File: src/sv/fpm_pkg.sv
// ----------------------------------------------------------------------------
// fpm_pkg
// Shared types and constants of the FSK PWM packet modulator.
// ----------------------------------------------------------------------------
package fpm_pkg;

  localparam int MAX_BYTES = 64;
  localparam int STORE_AW  = (MAX_BYTES > 1) ? $clog2(MAX_BYTES) : 1;
  localparam logic [10:0] MAX_BYTES_L = 11'(MAX_BYTES);

  localparam int BIT_POS_W  = 10;
  localparam int BYTE_POS_W = BIT_POS_W - 3;
  localparam int CFG_ADDR_W = 5;

  localparam logic [1:0] OP_TICK  = 2'd0;
  localparam logic [1:0] OP_WRITE = 2'd1;
  localparam logic [1:0] OP_START = 2'd2;

  localparam logic [2:0] REG_PERIOD_ZERO = 3'd0;
  localparam logic [2:0] REG_PERIOD_ONE  = 3'd1;
  localparam logic [2:0] REG_EDGES_ZERO  = 3'd2;
  localparam logic [2:0] REG_EDGES_ONE   = 3'd3;
  localparam logic [2:0] REG_BIT_COUNT   = 3'd4;

  typedef struct packed {
    logic [1:0] operation;
    logic [5:0] byte_index;
    logic [7:0] byte_value;
  } in_t;

  typedef struct packed {
    logic                 antenna_level;
    logic [BIT_POS_W-1:0] current_bit;
    logic                 busy_res;
    logic                 done_res;
  } out_t;

  typedef struct packed {
    logic [15:0]          period_zero;
    logic [15:0]          period_one;
    logic [15:0]          edges_zero;
    logic [15:0]          edges_one;
    logic [BIT_POS_W-1:0] bit_count;
  } cfg_t;

endpackage

File: src/sv/fpm_ram.sv
// ----------------------------------------------------------------------------
// fpm_ram
// Generic single write port RAM with a registered read port.
// ----------------------------------------------------------------------------
module fpm_ram #(
  parameter int WIDTH = 8,
  parameter int DEPTH = 64
) (
  input  logic                                      clk,
  input  logic                                      we,
  input  logic [((DEPTH > 1) ? $clog2(DEPTH) : 1)-1:0] waddr,
  input  logic [WIDTH-1:0]                          wdata,
  input  logic                                      re,
  input  logic [((DEPTH > 1) ? $clog2(DEPTH) : 1)-1:0] raddr,
  output logic [WIDTH-1:0]                          rdata
);

  logic [WIDTH-1:0] mem [DEPTH];

  always_ff @(posedge clk) begin
    if (we) begin
      mem[waddr] <= wdata;
    end
    if (re) begin
      rdata <= mem[raddr];
    end
  end

endmodule

File: src/sv/fpm_cfg.sv
// ----------------------------------------------------------------------------
// fpm_cfg
// Configuration register file behind the APB-style port.
// ----------------------------------------------------------------------------
module fpm_cfg (
  input  logic                           clk,
  input  logic                           rst,
  input  logic                           psel,
  input  logic                           penable,
  input  logic                           pwrite,
  input  logic [fpm_pkg::CFG_ADDR_W-1:0] paddr,
  input  logic [31:0]                    pwdata,
  output logic [31:0]                    prdata,
  output logic                           pready,
  output fpm_pkg::cfg_t                  cfg
);

  logic [2:0] reg_index;
  logic       wr;

  assign reg_index = paddr[fpm_pkg::CFG_ADDR_W-1:2];
  assign wr        = psel && penable && pwrite;
  assign pready    = 1'b1;

  always_ff @(posedge clk) begin
    if (rst) begin
      cfg.period_zero <= 16'd100;
      cfg.period_one  <= 16'd80;
      cfg.edges_zero  <= 16'd8;
      cfg.edges_one   <= 16'd10;
      cfg.bit_count   <= 10'd96;
    end else if (wr) begin
      case (reg_index)
        fpm_pkg::REG_PERIOD_ZERO: cfg.period_zero <= pwdata[15:0];
        fpm_pkg::REG_PERIOD_ONE:  cfg.period_one  <= pwdata[15:0];
        fpm_pkg::REG_EDGES_ZERO:  cfg.edges_zero  <= pwdata[15:0];
        fpm_pkg::REG_EDGES_ONE:   cfg.edges_one   <= pwdata[15:0];
        fpm_pkg::REG_BIT_COUNT:   cfg.bit_count   <= pwdata[fpm_pkg::BIT_POS_W-1:0];
        default: ;
      endcase
    end
  end

  always_comb begin
    case (reg_index)
      fpm_pkg::REG_PERIOD_ZERO: prdata = {16'd0, cfg.period_zero};
      fpm_pkg::REG_PERIOD_ONE:  prdata = {16'd0, cfg.period_one};
      fpm_pkg::REG_EDGES_ZERO:  prdata = {16'd0, cfg.edges_zero};
      fpm_pkg::REG_EDGES_ONE:   prdata = {16'd0, cfg.edges_one};
      fpm_pkg::REG_BIT_COUNT:   prdata = {22'd0, cfg.bit_count};
      default:                  prdata = 32'd0;
    endcase
  end

endmodule

File: src/sv/fpm_engine.sv
// ----------------------------------------------------------------------------
// fpm_engine
// Modulator state, packet store and per-word update logic.
// ----------------------------------------------------------------------------
module fpm_engine (
  input  logic          clk,
  input  logic          rst,
  input  logic          proc,
  input  fpm_pkg::in_t  word,
  input  fpm_pkg::cfg_t cfg,
  output fpm_pkg::out_t res
);

  localparam int AW = fpm_pkg::STORE_AW;
  localparam int BW = fpm_pkg::BIT_POS_W;
  localparam int YW = fpm_pkg::BYTE_POS_W;

  logic [15:0]   pwm, pwm_next;
  logic [15:0]   edge_cnt, edge_cnt_next;
  logic [BW-1:0] bit_pos, bit_pos_next;
  logic          running, running_next;
  logic          rd_pending;
  logic [7:0]    cur_byte, cur_byte_next;
  logic [7:0]    nxt_byte, nxt_byte_next;
  logic [7:0]    sh0, sh0_next;
  logic [7:0]    sh1, sh1_next;

  logic          we, rd_en;
  logic [AW-1:0] rd_addr;
  logic [7:0]    rdata;
  logic          done;

  logic [YW-1:0] byte_pos;
  logic          bit_now, bit_after;
  logic [15:0]   p_now, e_now, p_after;
  logic [16:0]   pwm_inc, pwm_wrap, edge_inc;
  logic          fall, edge_done, stop_now, stop_adv;
  logic [BW-1:0] bp1;
  logic [YW-1:0] rd_byte;

  function automatic logic bit_of(logic [BW-1:0] pos, logic [7:0] b);
    logic beyond;
    beyond = 11'(pos[BW-1:3]) >= fpm_pkg::MAX_BYTES_L;
    return beyond ? 1'b0 : b[3'd7 - pos[2:0]];
  endfunction

  function automatic logic [15:0] period_of(logic sel, fpm_pkg::cfg_t c);
    logic [15:0] p;
    p = sel ? c.period_one : c.period_zero;
    return (p < 16'd2) ? 16'd2 : p;
  endfunction

  fpm_ram #(.WIDTH(8), .DEPTH(fpm_pkg::MAX_BYTES)) u_store (
    .clk   (clk),
    .we    (we),
    .waddr (AW'(word.byte_index)),
    .wdata (word.byte_value),
    .re    (rd_en),
    .raddr (rd_addr),
    .rdata (rdata)
  );

  assign byte_pos = bit_pos[BW-1:3];
  assign bit_now  = bit_of(bit_pos, cur_byte);
  assign p_now    = period_of(bit_now, cfg);
  assign e_now    = bit_now ? ((cfg.edges_one == 16'd0) ? 16'd1 : cfg.edges_one)
                            : ((cfg.edges_zero == 16'd0) ? 16'd1 : cfg.edges_zero);
  assign pwm_inc   = {1'b0, pwm} + 17'd1;
  assign pwm_wrap  = (pwm_inc >= {1'b0, p_now}) ? 17'd0 : pwm_inc;
  assign fall      = pwm_wrap == {2'b00, p_now[15:1]};
  assign edge_inc  = {1'b0, edge_cnt} + 17'd1;
  assign edge_done = edge_inc >= {1'b0, e_now};
  assign bp1       = bit_pos + BW'(1);
  assign stop_now  = bit_pos >= cfg.bit_count;
  assign stop_adv  = bp1 >= cfg.bit_count;
  assign rd_byte   = byte_pos + YW'(2);

  always_comb begin
    pwm_next      = pwm;
    edge_cnt_next = edge_cnt;
    bit_pos_next  = bit_pos;
    running_next  = running;
    cur_byte_next = cur_byte;
    nxt_byte_next = rd_pending ? rdata : nxt_byte;
    sh0_next      = sh0;
    sh1_next      = sh1;
    we            = 1'b0;
    rd_en         = 1'b0;
    rd_addr       = AW'(rd_byte);
    done          = 1'b0;
    if (proc) begin
      case (word.operation)
        fpm_pkg::OP_WRITE: begin
          if (11'(word.byte_index) < fpm_pkg::MAX_BYTES_L) begin
            we = 1'b1;
            if (word.byte_index == 6'd0) begin
              sh0_next = word.byte_value;
            end
            if (word.byte_index == 6'd1) begin
              sh1_next = word.byte_value;
            end
            if (YW'(word.byte_index) == byte_pos) begin
              cur_byte_next = word.byte_value;
            end
            if (YW'(word.byte_index) == byte_pos + YW'(1)) begin
              nxt_byte_next = word.byte_value;
            end
          end
        end
        fpm_pkg::OP_START: begin
          pwm_next      = 16'd0;
          edge_cnt_next = 16'd0;
          bit_pos_next  = '0;
          running_next  = cfg.bit_count != '0;
          cur_byte_next = sh0;
          nxt_byte_next = sh1;
        end
        fpm_pkg::OP_TICK: begin
          if (running) begin
            if (stop_now) begin
              bit_pos_next = cfg.bit_count;
              running_next = 1'b0;
              done         = 1'b1;
            end else begin
              pwm_next = pwm_wrap[15:0];
              if (fall) begin
                if (edge_done) begin
                  edge_cnt_next = 16'd0;
                  if (stop_adv) begin
                    bit_pos_next = cfg.bit_count;
                    running_next = 1'b0;
                    done         = 1'b1;
                  end else begin
                    bit_pos_next = bp1;
                  end
                  if (bp1[2:0] == 3'd0) begin
                    cur_byte_next = nxt_byte;
                    rd_en = 11'(rd_byte) < fpm_pkg::MAX_BYTES_L;
                  end
                end else begin
                  edge_cnt_next = edge_inc[15:0];
                end
              end
            end
          end
        end
        default: ;
      endcase
    end
  end

  assign bit_after = bit_of(bit_pos_next, cur_byte_next);
  assign p_after   = period_of(bit_after, cfg);

  assign res.antenna_level = running_next && (pwm_next < {1'b0, p_after[15:1]});
  assign res.current_bit   = bit_pos_next;
  assign res.busy_res      = running_next;
  assign res.done_res      = done;

  always_ff @(posedge clk) begin
    if (rst) begin
      pwm        <= 16'd0;
      edge_cnt   <= 16'd0;
      bit_pos    <= '0;
      running    <= 1'b0;
      rd_pending <= 1'b0;
    end else begin
      pwm        <= pwm_next;
      edge_cnt   <= edge_cnt_next;
      bit_pos    <= bit_pos_next;
      running    <= running_next;
      rd_pending <= rd_en;
    end
  end

  always_ff @(posedge clk) begin
    cur_byte <= cur_byte_next;
    nxt_byte <= nxt_byte_next;
    sh0      <= sh0_next;
    sh1      <= sh1_next;
  end

  a_rd_single: assert property (@(posedge clk) disable iff (rst)
    rd_pending |-> !rd_en)
    else $error("store read issued while a refill is still pending");

  a_idle_hold: assert property (@(posedge clk) disable iff (rst)
    (!running && !(proc && word.operation == fpm_pkg::OP_START)) |=> !running)
    else $error("transmission began without a start word");

  a_start_clear: assert property (@(posedge clk) disable iff (rst)
    (proc && word.operation == fpm_pkg::OP_START)
      |=> (pwm == 16'd0 && edge_cnt == 16'd0 && bit_pos == '0))
    else $error("start word did not clear the counters");

endmodule

File: src/sv/fsk_pwm_packet_modulator_core.sv
// ----------------------------------------------------------------------------
// fsk_pwm_packet_modulator_core
// Binary FSK square-wave modulator sending bits from a packet store.
// ----------------------------------------------------------------------------
// The input channel (in_valid, in_stall, in_data) carries one word per tick,
// packet byte write or start command. Every accepted word produces exactly one
// result word on the output channel (out_valid, out_stall, out_data) holding
// the antenna level, the current bit index, busy and the done pulse.
// A word is captured in an input register, processed in a single pass through
// the modulator logic and placed in the output register; one word is taken
// every cycle while the receiver does not stall.
// The packet bytes live in a RAM; the byte being sent and the byte after it
// are held in registers, and at each byte boundary the RAM read that refills
// the following byte is registered and then loaded into the next-byte register.
// Reset clears the counters and the running flag and restores the default
// periods, edge counts and bit total; the packet store is undefined until
// written. While the receiver stalls, the result is held, one more word is
// buffered in the input register, and then in_stall is raised. The user must
// write APB-style registers only while idle; the block does not enforce this.
// ----------------------------------------------------------------------------
module fsk_pwm_packet_modulator_core (
  input  logic                           clk,
  input  logic                           rst,
  input  logic                           in_valid,
  output logic                           in_stall,
  input  fpm_pkg::in_t                   in_data,
  output logic                           out_valid,
  input  logic                           out_stall,
  output fpm_pkg::out_t                  out_data,
  input  logic                           psel,
  input  logic                           penable,
  input  logic                           pwrite,
  input  logic [fpm_pkg::CFG_ADDR_W-1:0] paddr,
  input  logic [31:0]                    pwdata,
  output logic [31:0]                    prdata,
  output logic                           pready
);

  fpm_pkg::cfg_t cfg;
  fpm_pkg::in_t  s1_data;
  fpm_pkg::out_t res;
  logic          s1_valid;
  logic          advance;

  assign advance  = !out_valid || !out_stall;
  assign in_stall = s1_valid && !advance;

  fpm_cfg u_cfg (
    .clk     (clk),
    .rst     (rst),
    .psel    (psel),
    .penable (penable),
    .pwrite  (pwrite),
    .paddr   (paddr),
    .pwdata  (pwdata),
    .prdata  (prdata),
    .pready  (pready),
    .cfg     (cfg)
  );

  fpm_engine u_engine (
    .clk  (clk),
    .rst  (rst),
    .proc (s1_valid && advance),
    .word (s1_data),
    .cfg  (cfg),
    .res  (res)
  );

  always_ff @(posedge clk) begin
    if (rst) begin
      s1_valid  <= 1'b0;
      out_valid <= 1'b0;
    end else begin
      if (!in_stall) begin
        s1_valid <= in_valid;
      end
      if (advance) begin
        out_valid <= s1_valid;
      end
    end
  end

  always_ff @(posedge clk) begin
    if (in_valid && !in_stall) begin
      s1_data <= in_data;
    end
    if (advance && s1_valid) begin
      out_data <= res;
    end
  end

  a_done_idle: assert property (@(posedge clk) disable iff (rst)
    (out_valid && out_data.done_res) |-> !out_data.busy_res)
    else $error("done reported while still busy");

  a_low_idle: assert property (@(posedge clk) disable iff (rst)
    (out_valid && !out_data.busy_res) |-> !out_data.antenna_level)
    else $error("antenna driven high while idle");

  a_stall_empty: assert property (@(posedge clk) disable iff (rst)
    !s1_valid |-> !in_stall)
    else $error("input stalled with an empty input register");

endmodule
File: config.mk
export PLATFORM = sky130hd
export DESIGN_NAME = fsk_pwm_packet_modulator_core
export DESIGN_NICKNAME = d
export VERILOG_FILES = /design/src/sv/fpm_pkg.sv /design/src/sv/fpm_ram.sv /design/src/sv/fpm_cfg.sv /design/src/sv/fpm_engine.sv /design/src/sv/fsk_pwm_packet_modulator_core.sv
export SDC_FILE = /design/constraint.sdc
export NUM_CORES = 1
export LEC_CHECK = 0
export BUFFER_PORTS_ARGS = -buffer_cell sky130_fd_sc_hd__buf_2
export CAP_MARGIN = 15
export CORE_MARGIN = 2
export CORE_UTILIZATION = 55
export CTS_CLUSTER_SIZE = 25
export DETAILED_ROUTE_END_ITERATION = 7
export PLACE_DENSITY = 0.75
export RECOVER_POWER = 100
export SETUP_SLACK_MARGIN = 0.05
export SYNTH_ARGS = -nofsm -noshare
export SYNTH_HDL_FRONTEND = slang
export SYNTH_HIERARCHICAL = 1
export SYNTH_SLANG_ARGS = --single-unit
File: constraint.sdc
create_clock -name clk -period 13.1 [get_ports clk]
set_input_delay 0.655 -clock clk [delete_from_list [all_inputs] [get_ports clk]]
set_output_delay 0.655 -clock clk [all_outputs]
set_load 0.02 [all_outputs]
==> out/qor.csv <==
stage,metric,value,unit
outcome,run_status,"complete, but fails checks",
outcome,violations,"max-capacitance violations, max-slew violations",
sta,setup_viol,0,
drt,wirelength,82.48,mm
placement,port-buffer-count,72,
sta,layout_setup_ws,3.325,ns
synthesis,async_flop_share,0,%
synthesis,yosysTopAreaCell,edfxtp_1,
synthesis,yosysSeqAreaShare,59.31,%
global_routing,antenna_found_initial,1,
setup_path,worstPathMaxFanout,24,
sta,maxSlewHeadroom,-168.0,%
clock_tree,cts_resized,0,
floorplanning,die_width,249.7,um
sta,min_period,9.775,ns
floorplanning,rows,90,
setup_path,crit_required,13.59,ns
layout,seq_area,19690,um2
placement,place.gp.congestion,0.9153,
clock_tree,htree_levels,3,
drt,vias,20988,
synthesis,yosys_most_used_dff,edfxtp_1,
sta,skew,0.04426,ns
placement,pre_cts_ws,4.361,ns
sta,report.final.slew_viol_count,797,
setup_path,slowest_stage,clkbuf_1,
synthesis,yosys_warnings,6,
synthesis,yosysTopAreaCellShare,51.11,%
drt,drc,0,
layout,post-route-cell-area,36180,um2
pwr,ir_drop,129.3,uV
pwr,p_leak,12.40,nW
clock_tree,cts.sinks,701,
sta,rsz0062_at_grt,no,
global_routing,grt_start_max_net_pins,115,
setup_path,cp_top_family,compound AO/OA/AOI/OAI gates,
setup_path,cpMostUsedCell,a21oi_1,
layout,layout.nets,2519,
layout,syn_to_final_growth,8.996,%
drt,drt-met1-wl,32.13,mm
floorplanning,ios,108,
drt,wl_per_cell,25.60,um
synthesis,yosysUniqueCellTypes,105,
synthesis,synth_edf_count,565,
sta,worstMarginPinSlew,4.020,ns
setup_path,cp-end-kind,register,
sta,finalSetupTns,0,ns
pwr,power.density,131.6,nW/um2
floorplanning,core_area,60020,um2
setup_path,critical_path_buf_inv_count,2,
drt,dr.max_layer_used,met4,
clock_tree,clkLatencyLatePin,0.64,ns
layout,drive_gt1_share,14.68,%
global_routing,grt_pass1_wl,125.0,mm
synthesis,synthCells,2347,
setup_path,critPathLaunchType,register,
run,max_cap_viol_count,13,
drt,viasPerCell,6.514,
global_routing,gr-usage-all-layers,26.26,%
sta,period_share,74.62,%
layout,multi_input_area,12550,um2
setup_path,critPathKind,reg -> reg,
placement,placed_cell_area,33980,um2
drt,firstDrtPassIters,5,
clock_tree,clkSlewWorstSetupHoldPaths,0.06,ns
layout,fill_cells,4471,
global_routing,grt-ovfl-total,0,
drt,drtIter0Drc,2383,
synthesis,synth_area_leaders,"edfxtp_1 51%, mux4_2 8.9%, dfxtp_1 8.2%",
clock_tree,post_cts_buffers,0,
clock_tree,cts_tree,built,
synthesis,synth-seq-cells,701,
floorplanning,start_util,55.31,%
clock_tree,numCtsBuffers,71,
clock_tree,cts.path.max_buffers,3,
setup_path,crit_arrival,10.26,ns
clock_tree,cts_hold_repair.buffers,0,
sta,timing_hold_violations_final,0,
drt,antenna_left,0,
floorplanning,dieArea,62340,um2
drt,dr_wl_met2,40.68,mm
drt,met3_length,5.917,mm
synthesis,netlist_area,33200,um2
floorplanning,chipHeight,249.7,um
synthesis,syn_avg_cell_area,14.14,um2
setup_path,crit_path_max_incr_delay,1.09,ns
clock_tree,cts_root_buf,clkbuf_16,
worst_hold_path,hold_path_class,in -> reg,
sta,clock.fmax,102.3,MHz
global_routing,grt_pass1_vias,20464,
placement,dp_hpwl,52.89,mm
layout,final_util,60.29,%
-- area by class of cell --
| class | instances | share of cell area [%] |
|---|---|---|
| tap | 782 | 2.704 |
| inverter | 40 | 0.4219 |
| multi-input combinational | 1469 | 34.67 |
| sequential | 701 | 54.41 |
| clock buffer | 91 | 5.232 |
| timing repair buffer | 100 | 1.262 |
| antenna | 1 | 0.006916 |
| clock inverter | 38 | 1.286 |
-- worst register-to-register path, delay by kind of cell (launching register included) --
family / cells / cell delay (ns)
buffers and inverters: 2 / 1.31
adders and majority gates: 2 / 0.57
DFF: 1 / 0.62
muxes: 2 / 0.58
AOI/OAI and AO/OA: 19 / 5.19
and+or+nand+nor: 6 / 1.35
-- flip-flops by register name (all words and copies together), names as in the netlist --
signal                  count
u_cfg/cfg                  74
out_valid                   1
u_engine/nxt_byte           8
out_data                   13
u_engine/u_store/mem      512
u_engine/cur_byte           8
s1_data                    16
u_engine/u_store/rdata      8
u_engine/edge_cnt          16
u_engine/rd_pending         1
u_engine/sh0                8
u_engine/bit_pos           10
u_engine/sh1                8
u_engine/pwm               16
s1_valid                    1
u_engine/running            1
-- report_power, final --
group	switching (mW)	internal [mW]	total, mW	leakage, nW
Clock	0.882	1.16	2.04	1.13
Sequential	0.0243	2.43	2.45	6.20
Combinational	0.167	0.0966	0.263	5.07
Total	1.07	3.69	4.76	12.4
-- routing by layer --
metal / vias up / global-route usage [%]
met5: - / 0
met4: 0 / 11.41
met3: 223 / 4.318
met2: 1016 / 43.86
met1: 10552 / 34.11
li1: 9197 / -
-- through the flow --
step	total power, mW	hold slack (ns)	instances
after floorplan	2.689	0.4585	2362
after global placement	2.750	0.4818	3090
after detailed placement	2.760	0.4936	3091
after CTS	4.790	0.1753	3220
after global routing	4.896	0.1769	3221
final	4.760	0.2039	3222
-- path summary, 6_finish.rpt --
| path | startpoint | to | slack (ns) | cells after the start |
|---|---|---|---|---|
| setup / recovery | u_engine/bit_pos[0] | out_data[12] | 3.32 | 31 |
| hold / removal | in_data[12] | s1_data[12] | 0.20 | 1 |
| setup reg to reg | u_engine/bit_pos[0] | out_data[12] | 3.32 | 31 |
| hold reg to reg | s1_valid | out_valid | 0.49 | 2 |
-- cell usage after synthesis (12+ instances only) --
library cell / count
a211oi_1: 16
a21o_1: 15
a21oi_1: 49
a221o_1: 16
a22o_1: 19
a22oi_1: 36
a31oi_1: 13
and2_1: 12
and3_1: 27
buf_2: 31
buf_4: 38
clkbuf_1: 59
dfxtp_1: 136
edfxtp_1: 565
ha_1: 76
inv_1: 38
mux2_2: 44
mux2i_1: 130
mux4_2: 131
nand2_1: 86
nand2b_1: 97
nand3_1: 44
nand3b_1: 15
nand4_1: 23
nor2_1: 179
nor2b_1: 54
nor3_1: 30
nor4_1: 21
o21ai_0: 57
o22ai_1: 27
xnor2_1: 25
xor2_1: 25
-- kinds of logic after synthesis --
kind of cell / count (synthesis) / share of synthesized area [%]
AOI/OAI and AO/OA: 365 / 8.084
xor gates and xnor gates: 53 / 1.504
DFF: 701 / 59.31
adders and majority gates: 76 / 2.864
other: 2 / 0.02262
buffers and inverters: 192 / 3.087
muxes: 309 / 14.49
and+or+nand+nor: 649 / 10.64
-- cells in the final DEF, fill, tap and decap left out, types with 21 or more instances in the layout --
cell         n
a21oi_1     49
a22oi_1     36
and3_1      27
buf_2       35
clkbuf_1    72
clkbuf_16   72
dfxtp_1    136
edfxtp_1   565
ha_1        75
inv_1       38
mux2_2      44
mux2i_1    130
mux4_2     131
nand2_1     86
nand2b_1    97
nand3_1     45
nand4_1     23
nor2_1     178
nor2b_1     54
nor3_1      30
nor4_1      21
o21ai_0     59
o22ai_1     27
xnor2_1     24
xor2_1      24
Power figures use the tool's default switching activity.
